`src/design/gmf_pkg.sv`:
```
package gmf_pkg;

   localparam int DEF_MAX_RADIUS = 2;
   localparam int DEF_MAX_WIDTH  = 1024;
   localparam int HEIGHT_CAP     = 1024;

   localparam int PIX_W       = 8;
   localparam int RAD_W       = 2;
   localparam int ROW_W       = 11;
   localparam int CSR_DATA_W  = 11;
   localparam int CSR_INDEX_W = 2;

   localparam logic [PIX_W-1:0] PAD_VALUE = 8'd128;
   localparam logic [PIX_W-1:0] PIX_MIN   = 8'h00;
   localparam logic [PIX_W-1:0] PIX_MAX   = 8'hFF;

   localparam logic [CSR_INDEX_W-1:0] REG_RADIUS       = 2'd0;
   localparam logic [CSR_INDEX_W-1:0] REG_IMAGE_WIDTH  = 2'd1;
   localparam logic [CSR_INDEX_W-1:0] REG_IMAGE_HEIGHT = 2'd2;

   localparam logic [RAD_W-1:0]      RESET_RADIUS       = 2'd1;
   localparam logic [CSR_DATA_W-1:0] RESET_IMAGE_WIDTH  = 11'd640;
   localparam logic [CSR_DATA_W-1:0] RESET_IMAGE_HEIGHT = 11'd480;

   localparam logic OP_PIXEL = 1'b0;
   localparam logic OP_FLUSH = 1'b1;

   localparam int RSP_FIFO_DEPTH = 8;

   typedef struct packed {
      logic             opcode;
      logic [PIX_W-1:0] pixel;
   } req_type;

   typedef struct packed {
      logic [PIX_W-1:0] median;
      logic             frame_last;
   } rsp_type;

   // One raster step of the column store, issued by the sequencer.
   typedef struct packed {
      logic             step;
      logic             emit;
      logic             last;
      logic [PIX_W-1:0] pixel;
   } step_type;

   typedef struct packed {
      logic valid;
      logic last;
   } tag_type;

endpackage

```
`src/design/gmf_rsp_fifo.sv`:
```
module gmf_rsp_fifo
   import gmf_pkg::*;
(
   input  logic    clock,
   input  logic    reset,
   input  logic    push_i,
   input  rsp_type data_i,
   output logic    rsp_valid,
   input  logic    rsp_ready,
   output rsp_type rsp_data
);

   localparam int PW    = $clog2(RSP_FIFO_DEPTH);
   localparam int CNT_W = $clog2(RSP_FIFO_DEPTH + 1);

   rsp_type          store_ff [RSP_FIFO_DEPTH];
   logic [PW-1:0]    wr_ptr_ff, rd_ptr_ff;
   logic [CNT_W-1:0] count_ff;
   logic             pop;

   assign pop       = rsp_valid && rsp_ready;
   assign rsp_valid = (count_ff != '0);
   assign rsp_data  = store_ff[rd_ptr_ff];

   always_ff @(posedge clock) begin
      if (reset) begin
         wr_ptr_ff <= '0;
         rd_ptr_ff <= '0;
         count_ff  <= '0;
      end else begin
         if (push_i) begin
            wr_ptr_ff <= (wr_ptr_ff == PW'(RSP_FIFO_DEPTH - 1)) ? '0 : wr_ptr_ff + PW'(1);
         end
         if (pop) begin
            rd_ptr_ff <= (rd_ptr_ff == PW'(RSP_FIFO_DEPTH - 1)) ? '0 : rd_ptr_ff + PW'(1);
         end
         count_ff <= count_ff + CNT_W'(push_i) - CNT_W'(pop);
      end
   end

   always_ff @(posedge clock) begin
      if (push_i) begin
         store_ff[wr_ptr_ff] <= data_i;
      end
   end

   a_no_overflow: assert property (@(posedge clock) disable iff (reset)
      push_i |-> count_ff < CNT_W'(RSP_FIFO_DEPTH))
      else $error("result queue written while full");

endmodule

```
`config.mk`:
```
export PLATFORM = sky130hd
export DESIGN_NAME = gmf_rsp_fifo
export DESIGN_NICKNAME = d
export VERILOG_FILES = /design/src/design/gmf_pkg.sv /design/src/design/gmf_rsp_fifo.sv
export SDC_FILE = /design/constraint.sdc
export NUM_CORES = 1
export LEC_CHECK = 0
export BUFFER_PORTS_ARGS = -buffer_cell sky130_fd_sc_hd__buf_2
export CORE_ASPECT_RATIO = 0.9
export CORE_MARGIN = 1.5
export CORE_UTILIZATION = 25
export CTS_BUF_LIST = sky130_fd_sc_hd__clkbuf_4 sky130_fd_sc_hd__clkbuf_8
export DETAILED_ROUTE_END_ITERATION = 10
export PLACE_DENSITY = 0.47
export SYNTH_ARGS = -nofsm -noshare
export SYNTH_HDL_FRONTEND = slang
export SYNTH_SLANG_ARGS = --single-unit
```
`constraint.sdc`:
```
create_clock -name clock -period 2.2 [get_ports clock]
set_input_delay 0.11 -clock clock [delete_from_list [all_inputs] [get_ports clock]]
set_output_delay 0.11 -clock clock [all_outputs]
set_load 0.01 [all_outputs]
```
==> results.cfg, run 1 <==
[yosys]
synth_top_area_share_pct = 62.9
yosys.cell_types.count = 27
syn-cell-area_sq_mm = 0.00344
synth_top_cell_by_area = edfxtp_1
syn_avg_cell_area_sq_um = 19.2
ys_top_cells_by_area = edfxtp_1, mux4_1, dfxtp_1
synth_nets = 201
yosys_warnings = 0
synthCells = 179
yosys_register_bits = 85
ys_seq_area_share_pct = 70.5

[clock_network]
cts_hold_buffers = 0
htree_levels = 3
cts_tree = built
clockBufferDepth = 2
clk_pin_slew_ns = 0.09
cts_buffers = 9
cts_root_buf = clkbuf_8
clock_latency_ns = 0.35
clkSinkCount = 85

[critical_path]
path_buf_inv = 2
cp.required_ns = 2.09
arrival_ns = 1.94
crit_path_end_kind = output pin
critical_path_class = reg2out
r2r_setup_slack_ns = 0.25
crit_family = multiplexers
cp-start-kind = register
slowest_stage = mux4_1
worst_path_largest_cell_delay_ns = 0.59
path_max_fanout = 18
path_cells = buf_12, mux4_1, mux2_2, buf_2

[layout]
multi_input_area_sq_um = 957
layout-drive-gt1-share_pct = 27.7
diodes = 0
seq_area_sq_mm = 0.00242
nFillCells = 1291
utilization_pct = 30.3
area_growth_pct = 17.9
design_area_sq_mm = 0.00406
fin_nets = 241

[floorplanning]
die_area_sq_mm = 0.0145
die_h_um = 114
rows = 40
initial_core_util_pct = 25.7
fp.dieW_um = 127
num_io_pins = 23
coreArea_sq_mm = 0.0134

[worst_hold_path]
hold_class = in2reg

[pwr]
p_per_area_mw_per_mm2 = 928
power_mw = 3.76
vdd_drop_max_mv = 0.280
p_leak_nw = 1.39

[sta]
hold_ws_ns = 0.0271
fmax_mhz = 488
drv_slew = 0
rsz0062_at_grt = no
post-route-period-util_pct = 93.1
max-slew-margin-rel_pct = 61.5
setup_viol_count_final = 0
final_hold_viol_count = 0
worstMarginPinSlew_ns = 0.577
setup_tns_ns = 0
fin_skew_ns = 0.0122
layout_min_cycle_time_ns = 2.05

[placement]
portBuffers = 22
placed_cell_area_sq_mm = 0.00382
place_hpwl_um = 4100
globalplace.congestion = 0.667

[route]
drtAntennaViolNets = 0
drt_pass1_iterations = 4
wl_per_cell_um = 16.2
drc = 0
drt_wl_total_um = 6340
drtIter0Drc = 127
via_count = 1691
vias_per_cell = 4.31

[grt]
grt_usage_pct = 9.46
grt_pass1_wl_um = 9760
overflow = 0
grt_pass1_vias = 1741
grt_max_degree = 19
antenna_found_initial = 0

[run_status]
status = finished clean

[job]
drv_cap = 0
[Yosys cell counts]
cell      instances
nor3b_1           1
edfxtp_1         72
o21ai_0           4
nor3_1            2
buf_2             1
mux4_1           18
nor2b_1           2
clkbuf_1          2
inv_1             6
a31o_2            1
nand3_1           3
buf_12            1
nand3b_1          1
buf_6             1
nand2_1           2
nand4b_1          1
buf_1             1
xnor2_1           1
mux2i_1           2
ha_1              8
a21oi_1           9
or4_1             1
nor2_1           11
dfxtp_1          13
nand2b_1          5
fa_1              1
mux2_2            9
[stage by stage]
stage	worst slack, ns	instances
after floorplan	0.112	179
after global placement	0.112	376
after detailed placement	0.0451	376
after CTS	0.0101	392
after global routing	0.0283	392
final	0.152	392
[power by group]
group	leakage, nW	switching, mW	internal (mW)	total, mW
clock	0.110	0.565	0.645	1.21
combinational	0.519	0.312	0.356	0.667
sequential	0.761	0.0625	1.82	1.89
[cell usage in the layout (no fill, tap or decap), types with 2 or more instances in the layout]
cell type / synthesis / layout
inv_1: 6 / 6
nand2b_1: 5 / 5
a21oi_1: 9 / 9
nand3_1: 3 / 3
nor2_1: 11 / 11
clkbuf_8: 0 / 9
o21ai_0: 4 / 4
ha_1: 8 / 8
nor2b_1: 2 / 2
bufinv_16: 0 / 2
mux2i_1: 2 / 2
buf_4: 0 / 12
edfxtp_1: 72 / 72
buf_2: 1 / 22
nand2_1: 2 / 2
dfxtp_1: 13 / 13
clkinv_4: 0 / 2
mux2_2: 9 / 9
mux4_1: 18 / 18
nor3_1: 2 / 2
[cells by family (layout without fill, tap and decap cells)]
family,Yosys count,in the layout,share of synthesized area [%]
DFF,85,85,70.5
muxes,29,29,17.3
and+or+nand+nor,29,29,4.33
AOI/OAI and AO/OA,14,14,2.15
buffers and inverters,12,57,2.04
adders and majority gates,9,9,3.49
xor gates and xnor gates,1,1,0.255
[per-layer routing]
metal  share of wire [%]  GRT usage [%]  wire, um
met2                  47           15.0      3010
met1                  48           12.1      3010
met3                 4.0           3.36       251
met5                   0              0         0
met4                 1.0           3.22        65
[final cells by class]
cell class                 instances  share of cell area [%]
tap                              168                    5.18
timing repair buffer              35                    5.43
sequential                        85                    59.7
inverter                           6                   0.555
clock buffer                       9                    3.05
clock inverter                     7                    2.44
multi-input combinational         82                    23.6
[final timing paths]
kind | start | to | cells after the start
setup / recovery | register | rsp_data[2] | 4
hold / removal | data_i[0] | store_ff[5][0] | 1
setup reg to reg | count_ff[2] | count_ff[2] | 10
hold reg to reg | rd_ptr_ff[2] | rd_ptr_ff[2] | 2
[what timing repair did]
item | in CTS | in global routing
setup endpoints to repair | 0 | 3
buffers inserted | 0 | 0
gates resized for setup | 0 | 2
[worst register-to-register path, cell delays in order (launching register included)]
cell,delay (ns)
dfxtp_1,0.31
inv_1,0.07
ha_1,0.16
nor3b_4,0.23
inv_1,0.09
nand3_1,0.10
o21ai_0,0.09
ha_1,0.22
fa_1,0.39
xnor2_1,0.14
nor2_1,0.05
[sequential cells by signal (all words and copies together), names as in the netlist, named ones only]
signal     flops
count_ff       4
rd_ptr_ff      3
wr_ptr_ff      3
store_ff      72
No activity file was read; power rests on OpenSTA's default activity.
==> inputs of run 2 (changes only) <==
CORE_ASPECT_RATIO = unset   (was 0.9)
==> run 2 against run 1 <==
Clock power fell by 9%. Register-to-register slack barely moved. Via count rose by 0.18%. Setup slack improved by 0.018 ns. Sequential cell count did not move.
==> results.cfg, run 2 (synthesis results as in run 1) <==
[job]
drv_cap = 0

[route]
drtIter0Drc = 193
drt_wl_total_um = 6210
drtAntennaViolNets = 0
via_count = 1694
wl_per_cell_um = 15.3
vias_per_cell = 4.18
drt_pass1_iterations = 4
drc = 0

[sta]
setup_viol_count_final = 0
fmax_mhz = 493
rsz0062_at_grt = no
hold_ws_ns = 0.0233
max-slew-margin-rel_pct = 59.7
worstMarginPinSlew_ns = 0.603
layout_min_cycle_time_ns = 2.03
setup_tns_ns = 0
post-route-period-util_pct = 92.3
fin_skew_ns = 0.0112
final_hold_viol_count = 0
drv_slew = 0

[run_status]
status = finished clean

[worst_hold_path]
hold_class = in2reg

[placement]
portBuffers = 22
globalplace.congestion = 0.681
placed_cell_area_sq_mm = 0.00386
place_hpwl_um = 4000

[critical_path]
crit_path_end_kind = output pin
critical_path_class = reg2out
arrival_ns = 1.92
cp.required_ns = 2.09
cp-start-kind = register
path_max_fanout = 18

[floorplanning]
die_area_sq_mm = 0.0145
rows = 42
fp.dieW_um = 120
initial_core_util_pct = 25.8
coreArea_sq_mm = 0.0133
num_io_pins = 23
die_h_um = 120

[clock_network]
clk_pin_slew_ns = 0.09
htree_levels = 3
cts_setup_buffers = 0
cts_root_buf = clkbuf_8
clkSinkCount = 85
cts_buffers = 9
cts_tree = built
clock_latency_ns = 0.36
clockBufferDepth = 2

[layout]
area_growth_pct = 18.9
regMostFlops = store_ff
fin_nets = 247
largest_register_ffs = 72
design_area_sq_mm = 0.00409
top_regs = store_ff x72, count_ff x4
layout_common_cells = edfxtp_1, buf_2, mux4_1
layout-drive-gt1-share_pct = 28.4
layout_commonest_cell = edfxtp_1
diodes = 0
nFillCells = 1321

[grt]
grt_max_degree = 19
grt_pass1_wl_um = 9670
overflow = 0
grt_usage_pct = 9.36
grt_pass1_vias = 1752
antenna_found_initial = 0

[pwr]
p_seq_share_pct = 51.6
switching_share_pct = 25.8
vdd_drop_max_mv = 0.380
p_per_area_mw_per_mm2 = 895
power.internal_mw = 2.71
p_leak_nw = 1.41
p_sw_mw = 0.944
combPwrFrac_pct = 18.3
pwr-share-clk_pct = 30.1
==> run 2: cell types whose count changed in the layout (fill, tap and decap cells not counted) <==
cell / before / now
buf_4: 12 / 16
bufinv_16: 2 / 1
clkinv_4: 2 / 0
dlygate4sd3_1: 0 / 2
inv_6: 1 / 2
inv_8: 0 / 1
==> run 2: layer usage <==
layer	GRT usage, %	share of wire [%]
met5	0	0
met4	3.75	1.4
met3	3.49	4.5
met2	14.1	47
met1	12.2	47
==> run 2: area by class of cell <==
cell class | instances | area, sq um | area share [%]
clock buffers | 9 | 124 | 3.03
clock inverters | 6 | 71.3 | 1.74
inverters | 6 | 22.5 | 0.551
multi-input cells | 82 | 957 | 23.4
flip-flops and latches | 85 | 2420 | 59.3
well taps | 176 | 220 | 5.39
repair buffers | 41 | 270 | 6.61
==> run 2: power groups by stage <==
stage                     clock network, mW  logic (mW)  registers, mW
after floorplan                           0       0.472           1.88
after CTS                              1.15       0.668           1.88
after global placement                    0       0.653           1.92
final                                  1.10       0.670           1.89
after detailed placement                  0       0.665           1.92
after global routing                   1.22       0.749           1.90
==> run 2: final timing paths <==
kind | depth (start not counted) | slack, ns | to | start
setup / recovery | 4 | 0.17 | rsp_data[0] | register
hold / removal | 1 | 0.02 | store_ff[5][4] | data_i[4]
setup reg to reg | 10 | 0.24 | count_ff[2] | count_ff[2]
hold reg to reg | 2 | 0.53 | rd_ptr_ff[2] | rd_ptr_ff[2]
==> run 2: timing repair <==
item / in CTS / in global routing
endpoints found under the setup margin: 0 / 3
hold buffers: 1 / 1
gates resized for setup: 0 / 2
hold endpoints to repair: 3 / 1
==> run 2: per-stage QoR <==
step | cells | worst slack (ns) | power, mW | utilization [%]
4_1_cts | 404 | 0.0118 | 3.70 | 30.5
3_3_place_gp | 388 | 0.121 | 2.57 | 28.9
3_5_place_dp | 388 | 0.0389 | 2.58 | 28.9
6_report | 405 | 0.170 | 3.66 | 30.6
2_1_floorplan | 179 | 0.112 | 2.36 | -
5_1_grt | 405 | 0.0647 | 3.87 | 30.6
==> run 2: worst max-delay path, stage by stage, from the launching register on <==
cell and delay [ns]:
dfxtp_1 0.36, buf_12 0.19, mux4_1 0.59, mux2_2 0.29, buf_2 0.14
==> inputs of run 3 (changes only) <==
clock period = 2.4 ns   (was 2.2 ns; I/O delays follow)
==> run 3 against run 2 <==
Core utilization is 0.43 points lower. Setup slack better by 0.084 ns. First-iteration DRC count is 31% lower. Hold slack better by 0.0098 ns. Combinational power is 17% lower. Critical path depth stayed put. Non-clock buffer count is 8 lower. Clock-buffer cell count stayed put. Critical endpoint unchanged.
==> results.cfg, run 3 (synthesis results as in run 1) <==
[clock_network]
clkSinkCount = 85
cts_tree = built
htree_levels = 3
clk_pin_slew_ns = 0.09
cts_root_buf = clkbuf_8
clockBufferDepth = 2
cts_buffers = 9
cts_hold_buffers = 0
clock_latency_ns = 0.36

[sta]
fin_skew_ns = 0.00600
layout_min_cycle_time_ns = 2.15
setup_tns_ns = 0
fmax_mhz = 466
worstMarginPinSlew_ns = 0.613
post-route-period-util_pct = 89.4
worst_slack_ns = 0.253
setup_viol_count_final = 0
rsz0062_at_grt = no
max-slew-margin-rel_pct = 59.0
drv_slew = 0
final_hold_viol_count = 0

[placement]
place_hpwl_um = 3830
dp_worst_setup_slack_ns = 0.118
portBuffers = 22
globalplace.congestion = 0.658
placed_cell_area_sq_mm = 0.00380

[critical_path]
arrival_ns = 2.03
cp.required_ns = 2.28
crit_path_end_kind = output pin
path_max_fanout = 18
critical_path_class = reg2out
cp-start-kind = register
r2r_setup_slack_ns = 0.33

[worst_hold_path]
hold_class = in2reg

[run_status]
status = finished clean

[layout]
nFillCells = 1355
layout-drive-gt1-share_pct = 26.6
layout_commonest_cell = edfxtp_1
design_area_sq_mm = 0.00403
area_growth_pct = 17.2
largest_register_ffs = 72
top_regs = store_ff x72, count_ff x4
utilization_pct = 30.2
layout_common_cells = edfxtp_1, buf_2, mux4_1
diodes = 0
fin_nets = 239
regMostFlops = store_ff

[pwr]
vdd_drop_max_mv = 0.440
p_leak_nw = 1.38
p_per_area_mw_per_mm2 = 843
power_mw = 3.40

[grt]
grt_usage_pct = 9.50
grt_pass1_vias = 1755
grt_pass1_wl_um = 9770
grt_max_degree = 19
antenna_found_initial = 0
overflow = 0

[route]
vias_per_cell = 4.17
drtIter0Drc = 134
drc = 0
wl_per_cell_um = 15.7
drt_wl_total_um = 6240
drt_pass1_iterations = 4
drtAntennaViolNets = 0
via_count = 1661

[floorplanning]
die_area_sq_mm = 0.0145
initial_core_util_pct = 25.8
coreArea_sq_mm = 0.0133
die_h_um = 120
num_io_pins = 23
fp.dieW_um = 120
rows = 42

[job]
drv_cap = 0
[run 3: changes by cell type in the layout (fill, tap and decap cells not counted), sizes merged]
cell	delta
inv	-1
clkinv	+2
buf	-6
bufinv	+1
clkinvlp	-1
dlygate4sd3	-2
[run 3: worst max-delay path, stage by stage (launching register included)]
cell and delay (ns):
dfxtp_1 0.31, buf_4 0.30, mux4_1 0.62, mux2_2 0.29
buf_2 0.14
[run 3: power breakdown]
group | internal [mW] | total (mW) | switching [mW] | leakage, nW
clock network | 0.593 | 1.12 | 0.523 | 0.113
logic | 0.285 | 0.559 | 0.274 | 0.506
registers | 1.67 | 1.72 | 0.0506 | 0.761
total | 2.55 | 3.40 | 0.848 | 1.38
[run 3: repair_timing]
item / in CTS / in global routing
setup endpoints to repair: 0 / 2
resized for setup: 0 / 1
setup buffers: 0 / 0
[run 3: stage by stage]
| step | hold WS [ns] | cells |
|---|---|---|
| after global routing | 0.0201 | 398 |
| after detailed placement | 0.403 | 382 |
| after global placement | 0.397 | 382 |
| after floorplan | 0.192 | 179 |
| final | 0.0331 | 398 |
| after CTS | 0.0122 | 398 |
[run 3: path summary, 6_finish.rpt]
check,to,startpoint,cells after the start
hold / removal,store_ff[5][3],data_i[3],1
setup / recovery,rsp_data[0],register,4
hold reg to reg,rd_ptr_ff[1],rd_ptr_ff[1],2
setup reg to reg,count_ff[2],count_ff[2],10
[run 3: layout make-up]
class | instances | area [sq um] | area share [%]
clock inverter | 7 | 97.6 | 2.42
inverter | 6 | 22.5 | 0.559
clock buffer | 9 | 124 | 3.07
multi-input combinational | 82 | 951 | 23.6
timing repair buffer | 33 | 193 | 4.78
sequential | 85 | 2420 | 60.1
tap | 176 | 220 | 5.46
[run 3: per-layer routing]
metal | up-vias | track usage, % | routed length [um]
li1 | 798 | - | -
met1 | 828 | 11.9 | 2870
met2 | 24 | 15.0 | 2980
met3 | 11 | 3.40 | 268
met4 | 0 | 3.97 | 109
met5 | - | 0 | 0
