==> config.mk <==
export PLATFORM = sky130hd
export DESIGN_NAME = gmf_ctrl
export DESIGN_NICKNAME = d
export VERILOG_FILES = /design/src/design/gmf_pkg.sv /design/src/design/gmf_ctrl.sv
export SDC_FILE = /design/constraint.sdc
export NUM_CORES = 1
export LEC_CHECK = 0
export ABC_AREA = 1
export BUFFER_PORTS_ARGS = -buffer_cell sky130_fd_sc_hd__buf_2
export CAP_MARGIN = 15
export CELL_PAD_IN_SITES_DETAIL_PLACEMENT = 0
export CELL_PAD_IN_SITES_GLOBAL_PLACEMENT = 1
export CORE_ASPECT_RATIO = 1.4
export CORE_MARGIN = 3
export CORE_UTILIZATION = 40
export CTS_CLUSTER_DIAMETER = 120
export DETAILED_ROUTE_END_ITERATION = 10
export GPL_ROUTABILITY_DRIVEN = 0
export GPL_TIMING_DRIVEN = 0
export HOLD_SLACK_MARGIN = 0.05
export PLACE_DENSITY = 0.82
export REMOVE_ABC_BUFFERS = 1
export SKIP_LAST_GASP = 1
export SYNTH_ARGS = -nofsm -noshare
export SYNTH_HDL_FRONTEND = slang
export SYNTH_SLANG_ARGS = --single-unit
==> constraint.sdc <==
create_clock -name clock -period 12.7 [get_ports clock]
set_input_delay 0.635 -clock clock [delete_from_list [all_inputs] [get_ports clock]]
set_output_delay 0.635 -clock clock [all_outputs]
set_load 0.05 [all_outputs]
==> src/design/gmf_pkg.sv <==
package gmf_pkg;

   localparam int DEF_MAX_RADIUS = 2;
   localparam int DEF_MAX_WIDTH  = 1024;
   localparam int HEIGHT_CAP     = 1024;

   localparam int PIX_W       = 8;
   localparam int RAD_W       = 2;
   localparam int ROW_W       = 11;
   localparam int CSR_DATA_W  = 11;
   localparam int CSR_INDEX_W = 2;

   localparam logic [PIX_W-1:0] PAD_VALUE = 8'd128;
   localparam logic [PIX_W-1:0] PIX_MIN   = 8'h00;
   localparam logic [PIX_W-1:0] PIX_MAX   = 8'hFF;

   localparam logic [CSR_INDEX_W-1:0] REG_RADIUS       = 2'd0;
   localparam logic [CSR_INDEX_W-1:0] REG_IMAGE_WIDTH  = 2'd1;
   localparam logic [CSR_INDEX_W-1:0] REG_IMAGE_HEIGHT = 2'd2;

   localparam logic [RAD_W-1:0]      RESET_RADIUS       = 2'd1;
   localparam logic [CSR_DATA_W-1:0] RESET_IMAGE_WIDTH  = 11'd640;
   localparam logic [CSR_DATA_W-1:0] RESET_IMAGE_HEIGHT = 11'd480;

   localparam logic OP_PIXEL = 1'b0;
   localparam logic OP_FLUSH = 1'b1;

   localparam int RSP_FIFO_DEPTH = 8;

   typedef struct packed {
      logic             opcode;
      logic [PIX_W-1:0] pixel;
   } req_type;

   typedef struct packed {
      logic [PIX_W-1:0] median;
      logic             frame_last;
   } rsp_type;

   // One raster step of the column store, issued by the sequencer.
   typedef struct packed {
      logic             step;
      logic             emit;
      logic             last;
      logic [PIX_W-1:0] pixel;
   } step_type;

   typedef struct packed {
      logic valid;
      logic last;
   } tag_type;

endpackage

==> src/design/gmf_ctrl.sv <==
module gmf_ctrl
   import gmf_pkg::*;
#(
   parameter int MAX_RADIUS = DEF_MAX_RADIUS,
   parameter int MAX_WIDTH  = DEF_MAX_WIDTH,
   localparam int CW = $clog2(MAX_WIDTH),
   localparam int WW = $clog2(MAX_WIDTH + 1)
) (
   input  logic                   clock,
   input  logic                   reset,
   input  logic                   csr_we,
   input  logic [CSR_INDEX_W-1:0] csr_index,
   input  logic [CSR_DATA_W-1:0]  csr_wdata,
   input  logic                   req_valid,
   output logic                   req_ready,
   input  req_type                req_data,
   input  logic                   rsp_pop,
   output step_type               step_o,
   output logic [CW-1:0]          addr_o,
   output logic [ROW_W-1:0]       out_row_o,
   output logic [CW-1:0]          out_col_o,
   output logic [RAD_W-1:0]       radius_o,
   output logic [WW-1:0]          width_o,
   output logic [ROW_W-1:0]       height_o
);

   localparam int LAG_MAX = MAX_RADIUS * MAX_WIDTH + MAX_RADIUS;
   localparam int GW      = $clog2(LAG_MAX + 1);
   localparam int EXT_W   = (WW > CSR_DATA_W) ? WW : CSR_DATA_W;
   localparam int CNT_W   = $clog2(RSP_FIFO_DEPTH + 1);

   logic [RAD_W-1:0]      radius_ff;
   logic [CSR_DATA_W-1:0] width_ff;
   logic [CSR_DATA_W-1:0] height_ff;
   logic [CW-1:0]         in_col_ff, in_col_in;
   logic [ROW_W-1:0]      in_row_ff, in_row_in;
   logic [CW-1:0]         out_col_ff, out_col_in;
   logic [ROW_W-1:0]      out_row_ff, out_row_in;
   logic [GW-1:0]         gap_ff, gap_in;
   logic [CNT_W-1:0]      cnt_ff, cnt_in;

   logic [RAD_W-1:0] r_eff;
   logic [EXT_W-1:0] w_ext;
   logic [WW-1:0]    w_eff;
   logic [ROW_W-1:0] h_eff;
   logic [GW-1:0]    lag;
   logic             full, pad_step, accept, pix_step, flush_step, step, emit, last;
   logic             csr_hit, in_wrap, out_wrap;

   always_comb begin
      r_eff = (int'(radius_ff) > MAX_RADIUS) ? RAD_W'(MAX_RADIUS) : radius_ff;
      w_ext = EXT_W'(width_ff);
      if (width_ff == '0) begin
         w_eff = WW'(1);
      end else if (w_ext > EXT_W'(MAX_WIDTH)) begin
         w_eff = WW'(MAX_WIDTH);
      end else begin
         w_eff = WW'(w_ext);
      end
      if (height_ff == '0) begin
         h_eff = ROW_W'(1);
      end else if (height_ff > ROW_W'(HEIGHT_CAP)) begin
         h_eff = ROW_W'(HEIGHT_CAP);
      end else begin
         h_eff = height_ff;
      end
      // Radius is at most three, so R*W is two shifted copies of W.
      lag = (r_eff[0] ? GW'(w_eff) : '0) + (r_eff[1] ? GW'({w_eff, 1'b0}) : '0) + GW'(r_eff);
   end

   // Once every pixel of the frame is in, the sequencer keeps stepping on its own
   // until the newest strip is lag positions ahead of the next output.
   assign full       = (in_row_ff >= h_eff);
   assign pad_step   = full && (gap_ff < lag);
   assign req_ready  = !pad_step && (cnt_ff < CNT_W'(RSP_FIFO_DEPTH));
   assign accept     = req_valid && req_ready;
   assign pix_step   = accept && (req_data.opcode == OP_PIXEL) && !full;
   assign flush_step = accept && (req_data.opcode == OP_FLUSH) && full;
   assign step       = pix_step || flush_step || pad_step;
   assign emit       = (pix_step && (gap_ff >= lag)) || flush_step;
   assign out_wrap   = (WW'(out_col_ff) + WW'(1)) == w_eff;
   assign in_wrap    = (WW'(in_col_ff) + WW'(1)) == w_eff;
   assign last       = emit && out_wrap && (out_row_ff == h_eff - ROW_W'(1));
   assign csr_hit    = csr_we && (csr_index == REG_RADIUS || csr_index == REG_IMAGE_WIDTH ||
                                  csr_index == REG_IMAGE_HEIGHT);

   always_comb begin
      in_col_in  = in_col_ff;
      in_row_in  = in_row_ff;
      out_col_in = out_col_ff;
      out_row_in = out_row_ff;
      gap_in     = gap_ff;
      if (csr_hit || last) begin
         in_col_in  = '0;
         in_row_in  = '0;
         out_col_in = '0;
         out_row_in = '0;
         gap_in     = '0;
      end else begin
         if (step) begin
            if (in_wrap) begin
               in_col_in = '0;
               in_row_in = in_row_ff + ROW_W'(1);
            end else begin
               in_col_in = in_col_ff + CW'(1);
            end
         end
         if (emit) begin
            if (out_wrap) begin
               out_col_in = '0;
               out_row_in = out_row_ff + ROW_W'(1);
            end else begin
               out_col_in = out_col_ff + CW'(1);
            end
         end else if (step) begin
            gap_in = gap_ff + GW'(1);
         end
      end
      cnt_in = cnt_ff + CNT_W'(emit) - CNT_W'(rsp_pop);
   end

   always_ff @(posedge clock) begin
      if (reset) begin
         radius_ff  <= RESET_RADIUS;
         width_ff   <= RESET_IMAGE_WIDTH;
         height_ff  <= RESET_IMAGE_HEIGHT;
         in_col_ff  <= '0;
         in_row_ff  <= '0;
         out_col_ff <= '0;
         out_row_ff <= '0;
         gap_ff     <= '0;
         cnt_ff     <= '0;
      end else begin
         if (csr_we) begin
            case (csr_index)
               REG_RADIUS:       radius_ff <= csr_wdata[RAD_W-1:0];
               REG_IMAGE_WIDTH:  width_ff  <= csr_wdata;
               REG_IMAGE_HEIGHT: height_ff <= csr_wdata;
               default: ;
            endcase
         end
         in_col_ff  <= in_col_in;
         in_row_ff  <= in_row_in;
         out_col_ff <= out_col_in;
         out_row_ff <= out_row_in;
         gap_ff     <= gap_in;
         cnt_ff     <= cnt_in;
      end
   end

   assign step_o.step  = step;
   assign step_o.emit  = emit;
   assign step_o.last  = last;
   assign step_o.pixel = pix_step ? req_data.pixel : PAD_VALUE;
   assign addr_o       = in_col_ff;
   assign out_row_o    = out_row_ff;
   assign out_col_o    = out_col_ff;
   assign radius_o     = r_eff;
   assign width_o      = w_eff;
   assign height_o     = h_eff;

   a_credit_bound: assert property (@(posedge clock) disable iff (reset)
      cnt_ff <= CNT_W'(RSP_FIFO_DEPTH))
      else $error("result credit count above queue depth");

   a_gap_bound: assert property (@(posedge clock) disable iff (reset)
      gap_ff <= lag)
      else $error("input runs ahead of output by more than the lag");

   a_emit_at_lag: assert property (@(posedge clock) disable iff (reset)
      emit |-> gap_ff == lag)
      else $error("result issued with window not aligned to the lag");

endmodule

==> summary.md, run 1 <==
| Metric | Value |
|---|---|
| Crit-path most repeated cell | nand2_1 |
| Total gr overflow | 0 |
| Htree depth | 3 |
| DRC Markers | 0 |
| Drt pass-1 iters | 5 |
| Worst vdd ir | 0.0000687 V |
| CTS Buf Count | 9 |
| Number of diodes | 0 |
| Final Max Tran Viols | 0 |
| Final hold vios | 0 |
| Mapped Area | 0.00669 mm^2 |
| Yosys top cell by area | dfxtp_1 |
| Most frequent cell after synthesis | nand2_1 |
| Met2 Use GR | 38.8% |
| Mapped Cells | between 1000 and 1500 |
| Die width | 115 um |
| Fillcell total | 1794 |
| Hold slack final | 0.471 ns |
| WL final | around 18000 um |
| Largest stage delay on the critical path | 0.76 ns |
| Largest net degree at the start of global routing | 55 |
| DIE AREA | 0.0183 mm^2 |
| Synth cell count leaders | nand2_1, nor2_1, inv_1 |
| Tcrit/Tclk final | between 50% and 60% |
| Crit-path slowest cell | inv_1 |
| CTS tree | built |
| Startpoint types | flip-flop |
| Clk slew on worst S/H paths | 0.07 ns |
| Avg Synthesized Cell Area | just over 6 um^2 |
| Element type at the critical path end | flip-flop |
| Worst Skew | 0.00991 ns |
| Yosys reg bits | 82 |
| Vias per Instance | 4.85 |
| Clk_lat worst skew | ~0.35 ns |
| Setup violators final | 0 |
| Starting DRT DRC Count | 333 |
| Unrepaired setup endpoints after global routing | false |
| CP required | 12.99 ns |
| Multi-input logic area | 0.00423 mm^2 |
| Async S/R FF share, synth | 0% |
| Top_reg_cell synth | dfxtp_1 |
| Finished Cell Area | 0.00756 mm^2 |
| Post-DRT Antenna Nets | 0 |
| Top Usage Layer GRT | met2 |
| Crit-path max FO | 20 |
| Reg area | 0.00164 mm^2 |
| Total number of vias | 6582 |
| Site row count | 55 |
| Wire per inst | about 14 um |
| Vias in the first global route | between 6000 and 7000 |
| Post-CTS Hold Buffers | 0 |
| Initial Utilization | 41.0% |
| Setup Fix Bufs, Post-CTS | 0 |
| Max clock buf depth | 2 |
| Layout cells sized above 1 | between 10% and 20% |
| Upper clock frequency limit | about 140 MHz |
| Final Util | between 40% and 50% |
| DIE HEIGHT | 159 um |
| WS Path Type | flip-flop to flip-flop |
| Yosys top cell area share | 24.5% |
| CTS resizes | 0 |
| Clock period minus worst slack | 6.91 ns |
| Post-detail-place hpwl | 14200 um |
| Area contributors post-synth | dfxtp_1, nand2_1, nor2_1 |
| Met3 Track Usage GR | 3.61% |
| Sequential fraction of the synthesis area | about a quarter |
| Status | finished clean |
| WP data arrival | 7.20 ns |
| Core ar. | 0.0163 mm^2 |
| Layout Nets | ~1200 |
| Post-synth EDFFs | 0 |
| GRT Overall Usage | 20.6% |
| Layout Area Growth over Synthesis | 13.1% |
| Max_cap viols | 0 |
| IO buf count | 93 |
| Netlist cell types | 39 |
| Worst Setup Slack, final | slightly below 6 ns |
| Power per cell area | between 90 and 100 mW/mm^2 |
| Post-DP Area | just over 0.007 mm^2 |
| P_leak | 3.81 nW |
| Yosys warns | 0 |
| Initial antenna violation count | 1 |
| Crit-path leading delay family | adder cells |
| Slew @ Worst Pin | 0.917 ns |
| First-pass GRT wire length | 30200 um |
| Setup TNS | 0 ns |
| Slew Limit Headroom | 38.6% |
| Hold crit path type | flip-flop to flip-flop |
| DP Worst Slack | 5.73 ns |
| Clock Sinks | slightly above 80 |
| Root buf cell | clkbuf_16 |
| Met1 usage | 23.2% |
| WP buf/inv | 3 |
| Top-Level Pins | between 90 and 100 |
-- per-layer routing --
layer  wire, um  part of all wire, %
met1       7700                   42
met2       9840                   53
met3        635                  3.4
met4        312                  1.7
met5          9                0.049
-- cells by family after synthesis --
kind of cell / count (synthesis) / synth area share [%]
DFF: 82 / 24.5
xor gates and xnor gates: 58 / 7.60
adders and majority gates: 55 / 10.6
and+or+nand+nor: 597 / 37.1
buffers and inverters: 199 / 12.2
AOI/OAI and AO/OA: 91 / 7.86
-- registers in the layout, indices dropped and copies added, names as in the netlist --
register   count
addr_o        10
cnt_ff         4
gap_ff        12
height_ff     11
in_row_ff     11
out_col_o     10
out_row_o     11
radius_ff      2
w_ext         11
-- power breakdown --
part / switching (W) / internal [W] / total [W]
clock network: 0.000117 / 0.000198 / 0.000315
registers: 0.0000103 / 0.000266 / 0.000276
logic: 0.000111 / 0.0000431 / 0.000154
total: 0.000238 / 0.000507 / 0.000745
-- final cells by class --
class	count	share of cell area (%)
clock buffer	10	3.16
timing repair buffer	93	6.15
tap	199	3.29
clock inverter	6	1.51
sequential	82	21.7
inverter	166	8.24
multi-input combinational	801	56.0
-- stage by stage --
stage | total power [W] | std cells
final | 0.000745 | 1357
after global routing | 0.000782 | 1357
after CTS | 0.000755 | 1357
after detailed placement | 0.000437 | 1341
after global placement | 0.000435 | 1341
after floorplan | 0.000394 | 1049
-- worst min-delay path, cell delays in order, from the launching register on --
cell and delay [ns]:
dfxtp_1 0.34, nand2_1 0.06, nand3_1 0.05
-- final timing paths --
kind / from / to / slack (ns) / depth (start not counted)
max: radius_ff[1] / cnt_ff[3] / 5.79 / 30
min: radius_ff[0] / radius_ff[0] / 0.47 / 2
max reg2reg: radius_ff[1] / cnt_ff[3] / 5.79 / 30
min reg2reg: radius_ff[0] / radius_ff[0] / 0.47 / 2
-- placed cells by master, fill, tap and decap left out, types with 2 or more instances in the layout --
master	count
inv_2	6
inv_1	159
nand2_2	5
nor4_1	4
o21ai_1	7
a22oi_1	7
nand3_1	85
nand4_1	19
nor3_1	17
xor2_1	42
clkinvlp_4	2
xnor2_1	16
nand2_1	273
clkbuf_16	9
fa_1	3
dfxtp_1	82
nor2_1	183
a21oi_1	30
bufinv_16	3
o21ai_0	27
nand3b_1	3
ha_1	52
buf_2	93
o21bai_1	5
nor2_2	2
or2_2	2
a31oi_1	7
Note: power is estimated with default switching activity, not from simulation.
==> inputs of run 2 (changes only) <==
- ABC_AREA: 1 -> 0
- CORE_UTILIZATION: 40 -> 39
- PLACE_DENSITY: 0.82 -> 0.8
- clock period: 12.7 -> 6.1 ns (I/O delays scaled with it)
==> summary.md, run 2 <==
| Metric | Value |
|---|---|
| Clk_lat worst skew | 0.35 ns (about the same) |
| Slew @ Worst Pin | 0.877 ns (-0.0398 ns) |
| Top-Level Pins | 94 (unchanged) |
| Layout cells sized above 1 | 20.5% (+9.3 points) |
| Mapped Cells | 810 (-25%) |
| First-pass GRT wire length | 28600 um (-5.2%) |
| Unrepaired setup endpoints after global routing | true |
| DP Worst Slack | -1.21 ns (-6.94 ns) |
| Logic pwr share | 20.3% (-0.4 points) |
| Most frequent cell after synthesis | nand2_1 |
| Final hold vios | 0 (unchanged) |
| Sw Pwr | 0.000443 W (+86%) |
| Hold crit path type | input port to flip-flop |
| Fillcell total | 1627 (-9.3%) |
| Setup violators final | 0 (unchanged) |
| Total number of vias | 6007 (-8.7%) |
| DRC Markers | 0 (unchanged) |
| Startpoint types | flip-flop |
| Worst r2r path cells | 27 (-10%) |
| Die width | 113 um (-1.6%) |
| Worst vdd ir | 0.000123 V (+79%) |
| Htree depth | 3 (unchanged) |
| Post-CTS Hold Buffers | 0 (unchanged) |
| Setup TNS | 0 ns (unchanged) |
| Reg with most FFs | gap_ff |
| Clock period minus worst slack | 5.95 ns (-0.967 ns) |
| Post-synth EDFFs | 0 (unchanged) |
| Wire per inst | 16.2 um (+19%) |
| CP required | 6.32 ns (-6.67 ns) |
| Sequential fraction of the synthesis area | 26.1% (+1.5 points) |
| Yosys reg bits | 82 (unchanged) |
| FF-to-FF Start | w_ext[9] |
| Upper clock frequency limit | 168 MHz (+16%) |
| Root buf cell | clkbuf_16 |
| Synth cell count leaders | nand2_1, dfxtp_1, a21oi_1 |
| Power per cell area | 193 mW/mm^2 (+96%) |
| Status | finished clean |
| Avg Synthesized Cell Area | 7.78 um^2 (+26%) |
| Yosys warns | 0 (unchanged) |
| DIE HEIGHT | 156 um (-1.6%) |
| Commonest non-fill, non-tap cell in the layout | nand2_1 |
| IO buf count | 93 (unchanged) |
| Top_reg_cell synth | dfxtp_1 |
| Final Max Tran Viols | 0 (unchanged) |
| Worst Setup Slack, final | 0.154 ns (-5.63 ns) |
| Max clock buf depth | 2 (unchanged) |
| Int Power | 0.000983 W (+94%) |
| Initial Utilization | 40.0% (-0.99 points) |
| Site row count | 54 (-1.8%) |
| Total gr overflow | 0 (unchanged) |
| Vias in the first global route | 5651 (-9.2%) |
| WP data arrival | 6.17 ns (-1.03 ns) |
| Max FFs per register | 12 (unchanged) |
| WS Path Type | flip-flop to flip-flop |
| Area contributors post-synth | dfxtp_1, ha_1, xnor2_1 |
| Clk slew on worst S/H paths | 0.06 ns (about the same) |
| CP startpoint | w_ext[9] |
| Clk pwr share | 39.7% (-2.6 points) |
| DIE AREA | 0.0177 mm^2 (-3.2%) |
| Post-detail-place hpwl | 13300 um (-5.9%) |
| Clock Sinks | 82 (unchanged) |
| Tcrit/Tclk final | 97.5% (+43 points) |
| Mapped Area | 0.00630 mm^2 (-5.8%) |
| WL final | 17600 um (-4.8%) |
| Yosys top cell by area | dfxtp_1 |
| Most frequent cells in the layout | nand2_1, buf_2, dfxtp_1, a21oi_1, ha_1 |
| Post-DRT Antenna Nets | 0 (unchanged) |
| Starting DRT DRC Count | 335 (+0.60%) |
| Crit-path max FO | 3 (-85%) |
| HP Start | csr_wdata[5] |
| Layout Area Growth over Synthesis | 17.2% |
| Yosys top cell area share | 26.1% (+1.5 points) |
| Core ar. | 0.0157 mm^2 (-3.5%) |
| CTS Buf Count | 9 (unchanged) |
| Drt pass-1 iters | 5 (unchanged) |
| Layout Nets | 968 (-22%) |
| Vias per Instance | 5.53 (+14%) |
| Initial antenna violation count | 0 (-1) |
| CTS tree | built |
| Element type at the critical path end | flip-flop |
| Number of diodes | 0 (unchanged) |
| Switching Fraction | 31.1% (-0.89 points) |
| Netlist cell types | 74 (+90%) |
| P_leak | 3.05 nW (-20%) |
| Worst hold stages | 3 (+1) |
| Worst Skew | 0.00553 ns (-0.00437 ns) |
| Max_cap viols | 0 (unchanged) |
| Reg power frac | 40.0% (+3.0 points) |
| GRT Overall Usage | 20.1% (-0.48 points) |
| Slew Limit Headroom | 41.4% (+2.8 points) |
| Async S/R FF share, synth | 0% (unchanged) |
| Largest net degree at the start of global routing | 31 (-44%) |
run 2: changes by cell type after synthesis, sizes merged, moves of 15 or more:
cell / delta
a21oi: +44
and2: +19
clkbuf: +15
inv: -125
nand2: -169
nand3: -54
nor2: -135
nor2b: +23
xnor2: +30
xor2: -24
run 2: path summary, 6_finish.rpt:
path	end	slack (ns)
max	cnt_ff[1]	0.15
min	height_ff[5]	0.21
max reg2reg	cnt_ff[1]	0.15
min reg2reg	in_row_ff[10]	0.49
run 2: routing by layer:
| layer | wire (um) | track usage (%) | share of wire, % | up-vias |
|---|---|---|---|---|
| li1 | - | - | - | 3023 |
| met1 | 7340 | 24.4 | 42 | 2821 |
| met2 | 9110 | 35.5 | 52 | 133 |
| met3 | 658 | 2.90 | 3.7 | 30 |
| met4 | 506 | 8.19 | 2.9 | 0 |
| met5 | 0 | 0 | 0 | - |
run 2: kinds of logic (layout without fill, tap and decap cells):
kind of cell	count (synthesis)	after routing	share of synthesized area (%)
simple gates	351	351	29.4
xor+xnor	64	64	9.02
fa+ha+maj	55	55	11.3
buf+inv	86	167	6.41
mux	9	9	1.47
compound gates	163	163	16.3
flops	82	82	26.1
run 2: per-stage QoR:
stage | area (um^2) | power, W | std cells | utilization [%] | hold slack (ns)
floorplan | 6050 | 0.000773 | 764 | - | 0.372
global placement | 6760 | 0.000841 | 1053 | 43.0 | 0.450
detailed placement | 6840 | 0.000852 | 1057 | 43.5 | 0.453
CTS | 7230 | 0.00143 | 1079 | 46.0 | 0.187
global route | 7380 | 0.00150 | 1087 | 46.9 | 0.225
finish | 7380 | 0.00143 | 1087 | 46.9 | 0.205
run 2: what timing repair did:
action,4_1_cts,5_1_grt
pin swaps,4,21
setup endpoints to repair,62,52
setup buffers,6,9
gates resized for setup,16,27
run 2: cell type report:
class                   count  area, um^2  area share [%]
multi-input cells         642        4390            59.4
flip-flops and latches     82        1650            22.4
repair buffers            111         636            8.61
well taps                 196         245            3.32
clock buffers              10         239            3.24
inverters                  40         158            2.13
clock inverters             6        65.1           0.881
run 2: power groups by stage:
stage	logic, W	registers (W)	clock network (W)
floorplan	0.000192	0.000581	0
global placement	0.000259	0.000582	0
detailed placement	0.000270	0.000582	0
CTS	0.000278	0.000571	0.000585
global route	0.000322	0.000573	0.000603
finish	0.000290	0.000571	0.000566
run 2: worst max-delay path, cell delays in order, from the launching register on:
cell and delay [ns]:
dfxtp_4 0.36, nor4_4 0.31, a31oi_4 0.14, nor2_4 0.11, and2_4 0.15, fa_1 0.42
ha_2 0.22, fa_2 0.40, a21o_1 0.23, a21oi_2 0.16, o21bai_1 0.10, a21oi_2 0.19
o21ai_2 0.09, a21o_1 0.17, a21oi_2 0.12, xnor2_1 0.15, ha_1 0.29, nand4_1 0.15
buf_4 0.14, nor3_2 0.04, or4_4 0.53, a22oi_2 0.25, ha_2 0.32, inv_2 0.07
ha_4 0.12, inv_2 0.04, fa_2 0.52, nor2_1 0.04
==> inputs of run 3 (changes only) <==
- ABC_CLOCK_PERIOD_IN_PS: default -> 6100
- PLACE_DENSITY: 0.8 -> 0.84
==> summary.md, run 3 (synthesis gave the netlist of run 2 again) <==
| Metric | Value |
|---|---|
| Status | finished clean |
| DIE AREA | 0.0177 mm^2 (unchanged) |
| Switching Fraction | 32.0% (+0.92 points) |
| IO buf count | 93 (unchanged) |
| CP required | 6.32 ns (about the same) |
| Layout Nets | 965 (-0.31%) |
| Commonest non-fill, non-tap cell in the layout | nand2_1 |
| Clk pwr share | 40.7% (+1.0 points) |
| CTS tree | built |
| Site row count | 54 (unchanged) |
| Worst vdd ir | 0.000215 V (+75%) |
| Reg with most FFs | gap_ff |
| Vias in the first global route | 5593 (-1.0%) |
| Drt pass-1 iters | 5 (unchanged) |
| Met1 usage | 22.8% (-1.6 points) |
| Starting DRT DRC Count | 262 (-22%) |
| CTS Buf Count | 9 (unchanged) |
| Top Usage Layer GRT | met2 |
| Number of diodes | 0 (unchanged) |
| Met2 Use GR | 35.5% (unchanged) |
| Fillcell total | 1603 (-1.5%) |
| Startpoint types | flip-flop |
| Reg power frac | 39.7% (-0.3 points) |
| Clock period minus worst slack | 5.85 ns (-0.0974 ns) |
| Total number of vias | 5966 (-0.68%) |
| Htree depth | 3 (unchanged) |
| Post-DRT Antenna Nets | 0 (unchanged) |
| DP Cell Count | 1057 (unchanged) |
| Hold slack final | 0.200 ns (-0.00518 ns) |
| Initial antenna violation count | 0 (unchanged) |
| Die width | 113 um (unchanged) |
| Fin cells | 1084 (-0.28%) |
| P_leak | 3.06 nW (+0.33%) |
| Largest net degree at the start of global routing | 31 (unchanged) |
| Clk_lat worst skew | 0.36 ns (about the same) |
| Met3 Track Usage GR | 3.25% (+0.35 points) |
| WS Path Type | flip-flop to flip-flop |
| Slew @ Worst Pin | 0.850 ns (-0.0275 ns) |
| Setup violators final | 0 (unchanged) |
| Max FFs per register | 12 (unchanged) |
| Slew Limit Headroom | 43.2% (+1.8 points) |
| Crit-path max FO | 3 (unchanged) |
| Int Power | 0.000976 W (-0.70%) |
| Clock Sinks | 82 (unchanged) |
| Worst Skew | 0.0124 ns (+0.00688 ns) |
| Largest stage delay on the critical path | 0.52 ns (about the same) |
| Hold crit path type | input port to flip-flop |
| Initial Utilization | 40.0% (unchanged) |
| Wire per inst | 16.0 um (-1.4%) |
| Crit-path most repeated cell | a21oi_2 |
| WP data arrival | 6.07 ns (-0.10 ns) |
| WL final | 17300 um (-1.7%) |
| Final hold vios | 0 (unchanged) |
| Upper clock frequency limit | 171 MHz (+1.7%) |
| Final Max Tran Viols | 0 (unchanged) |
| Layout Area Growth over Synthesis | 16.9% |
| Power per cell area | 195 mW/mm^2 (+0.94%) |
| DIE HEIGHT | 156 um (unchanged) |
| Max_cap viols | 0 (unchanged) |
| Vias per Instance | 5.50 (-0.41%) |
| Sw Pwr | 0.000459 W (+3.6%) |
| Crit-path slowest cell | or4_1 |
| Tcrit/Tclk final | 95.9% (-1.6 points) |
| Max clock buf depth | 2 (unchanged) |
| Element type at the critical path end | flip-flop |
| Top-Level Pins | 94 (unchanged) |
| Most frequent cells in the layout | nand2_1, buf_2, dfxtp_1, a21oi_1, ha_1 |
| Total gr overflow | 0 (unchanged) |
| DRC Markers | 0 (unchanged) |
| GRT Overall Usage | 19.5% (-0.59 points) |
| Layout cells sized above 1 | 19.5% (-1.1 points) |
| Core ar. | 0.0157 mm^2 (unchanged) |
| First-pass GRT wire length | 27800 um (-2.8%) |
| Root buf cell | clkbuf_16 |
| Post-detail-place hpwl | 13200 um (-0.87%) |
| Clk slew on worst S/H paths | 0.07 ns (about the same) |
| Logic pwr share | 19.6% (-0.7 points) |
## run 3: changes by cell type in the layout (fill, tap and decap cells not counted), sizes merged
cell and delta:
clkbuf -1, clkinv -2, buf -3, inv +3
## run 3: final cells by class
type	instances	area, um^2	area share (%)
Sequential cell	82	1650	22.5
Multi-Input combinational cell	642	4350	59.0
Inverter	40	158	2.14
Timing Repair Buffer	108	653	8.87
Clock buffer	9	225	3.06
Tap cell	196	245	3.33
Clock inverter	7	82.6	1.12
## run 3: worst max-delay path, delay by kind of cell, from the launching register on
family / cells / cell delay [ns]
AOI/OAI and AO/OA: 10 / 1.48
xor gates and xnor gates: 2 / 0.26
adders and majority gates: 7 / 2.05
buffers and inverters: 3 / 0.25
DFF: 1 / 0.36
and+or+nand+nor: 6 / 1.30
## run 3: final timing paths
kind | cells after the start | end | startpoint | slack (ns)
max | 28 | cnt_ff[2] | w_ext[9] | 0.25
min | 3 | w_ext[9] | csr_wdata[9] | 0.20
max reg2reg | 28 | cnt_ff[2] | w_ext[9] | 0.25
min reg2reg | 2 | w_ext[5] | w_ext[5] | 0.48
## run 3: what timing repair did
item                       CTS  global route
gates cloned                 0             0
setup buffers                6             5
hold buffers                 0             0
resized for setup           15            16
setup endpoints to repair   61            44
pin swaps                    5            10
## run 3: per-layer routing
layer  wire length [um]  part of all wire [%]
met3                712                   4.1
met2               8730                    50
met5                  0                     0
met1               7390                    43
met4                484                   2.8
## run 3: metrics by stage
step | setup TNS, ns | total power [W] | instance area, um^2 | setup slack, ns | utilization (%)
floorplan | -73.77 | 0.000773 | 6050 | -2.06 | -
global placement | -140.90 | 0.000841 | 6760 | -2.55 | 43.0
detailed placement | -27.53 | 0.000856 | 6870 | -0.867 | 43.6
CTS | 0 | 0.00144 | 7260 | 0.0184 | 46.1
global route | -0.0264 | 0.00150 | 7360 | -0.0264 | 46.8
finish | 0 | 0.00144 | 7360 | 0.251 | 46.8
## run 3: power by group through the flow
stage | clock network (W) | registers, W | logic, W
floorplan | 0 | 0.000581 | 0.000192
global placement | 0 | 0.000582 | 0.000259
detailed placement | 0 | 0.000582 | 0.000274
CTS | 0.000595 | 0.000570 | 0.000279
global route | 0.000614 | 0.000573 | 0.000309
finish | 0.000584 | 0.000570 | 0.000282
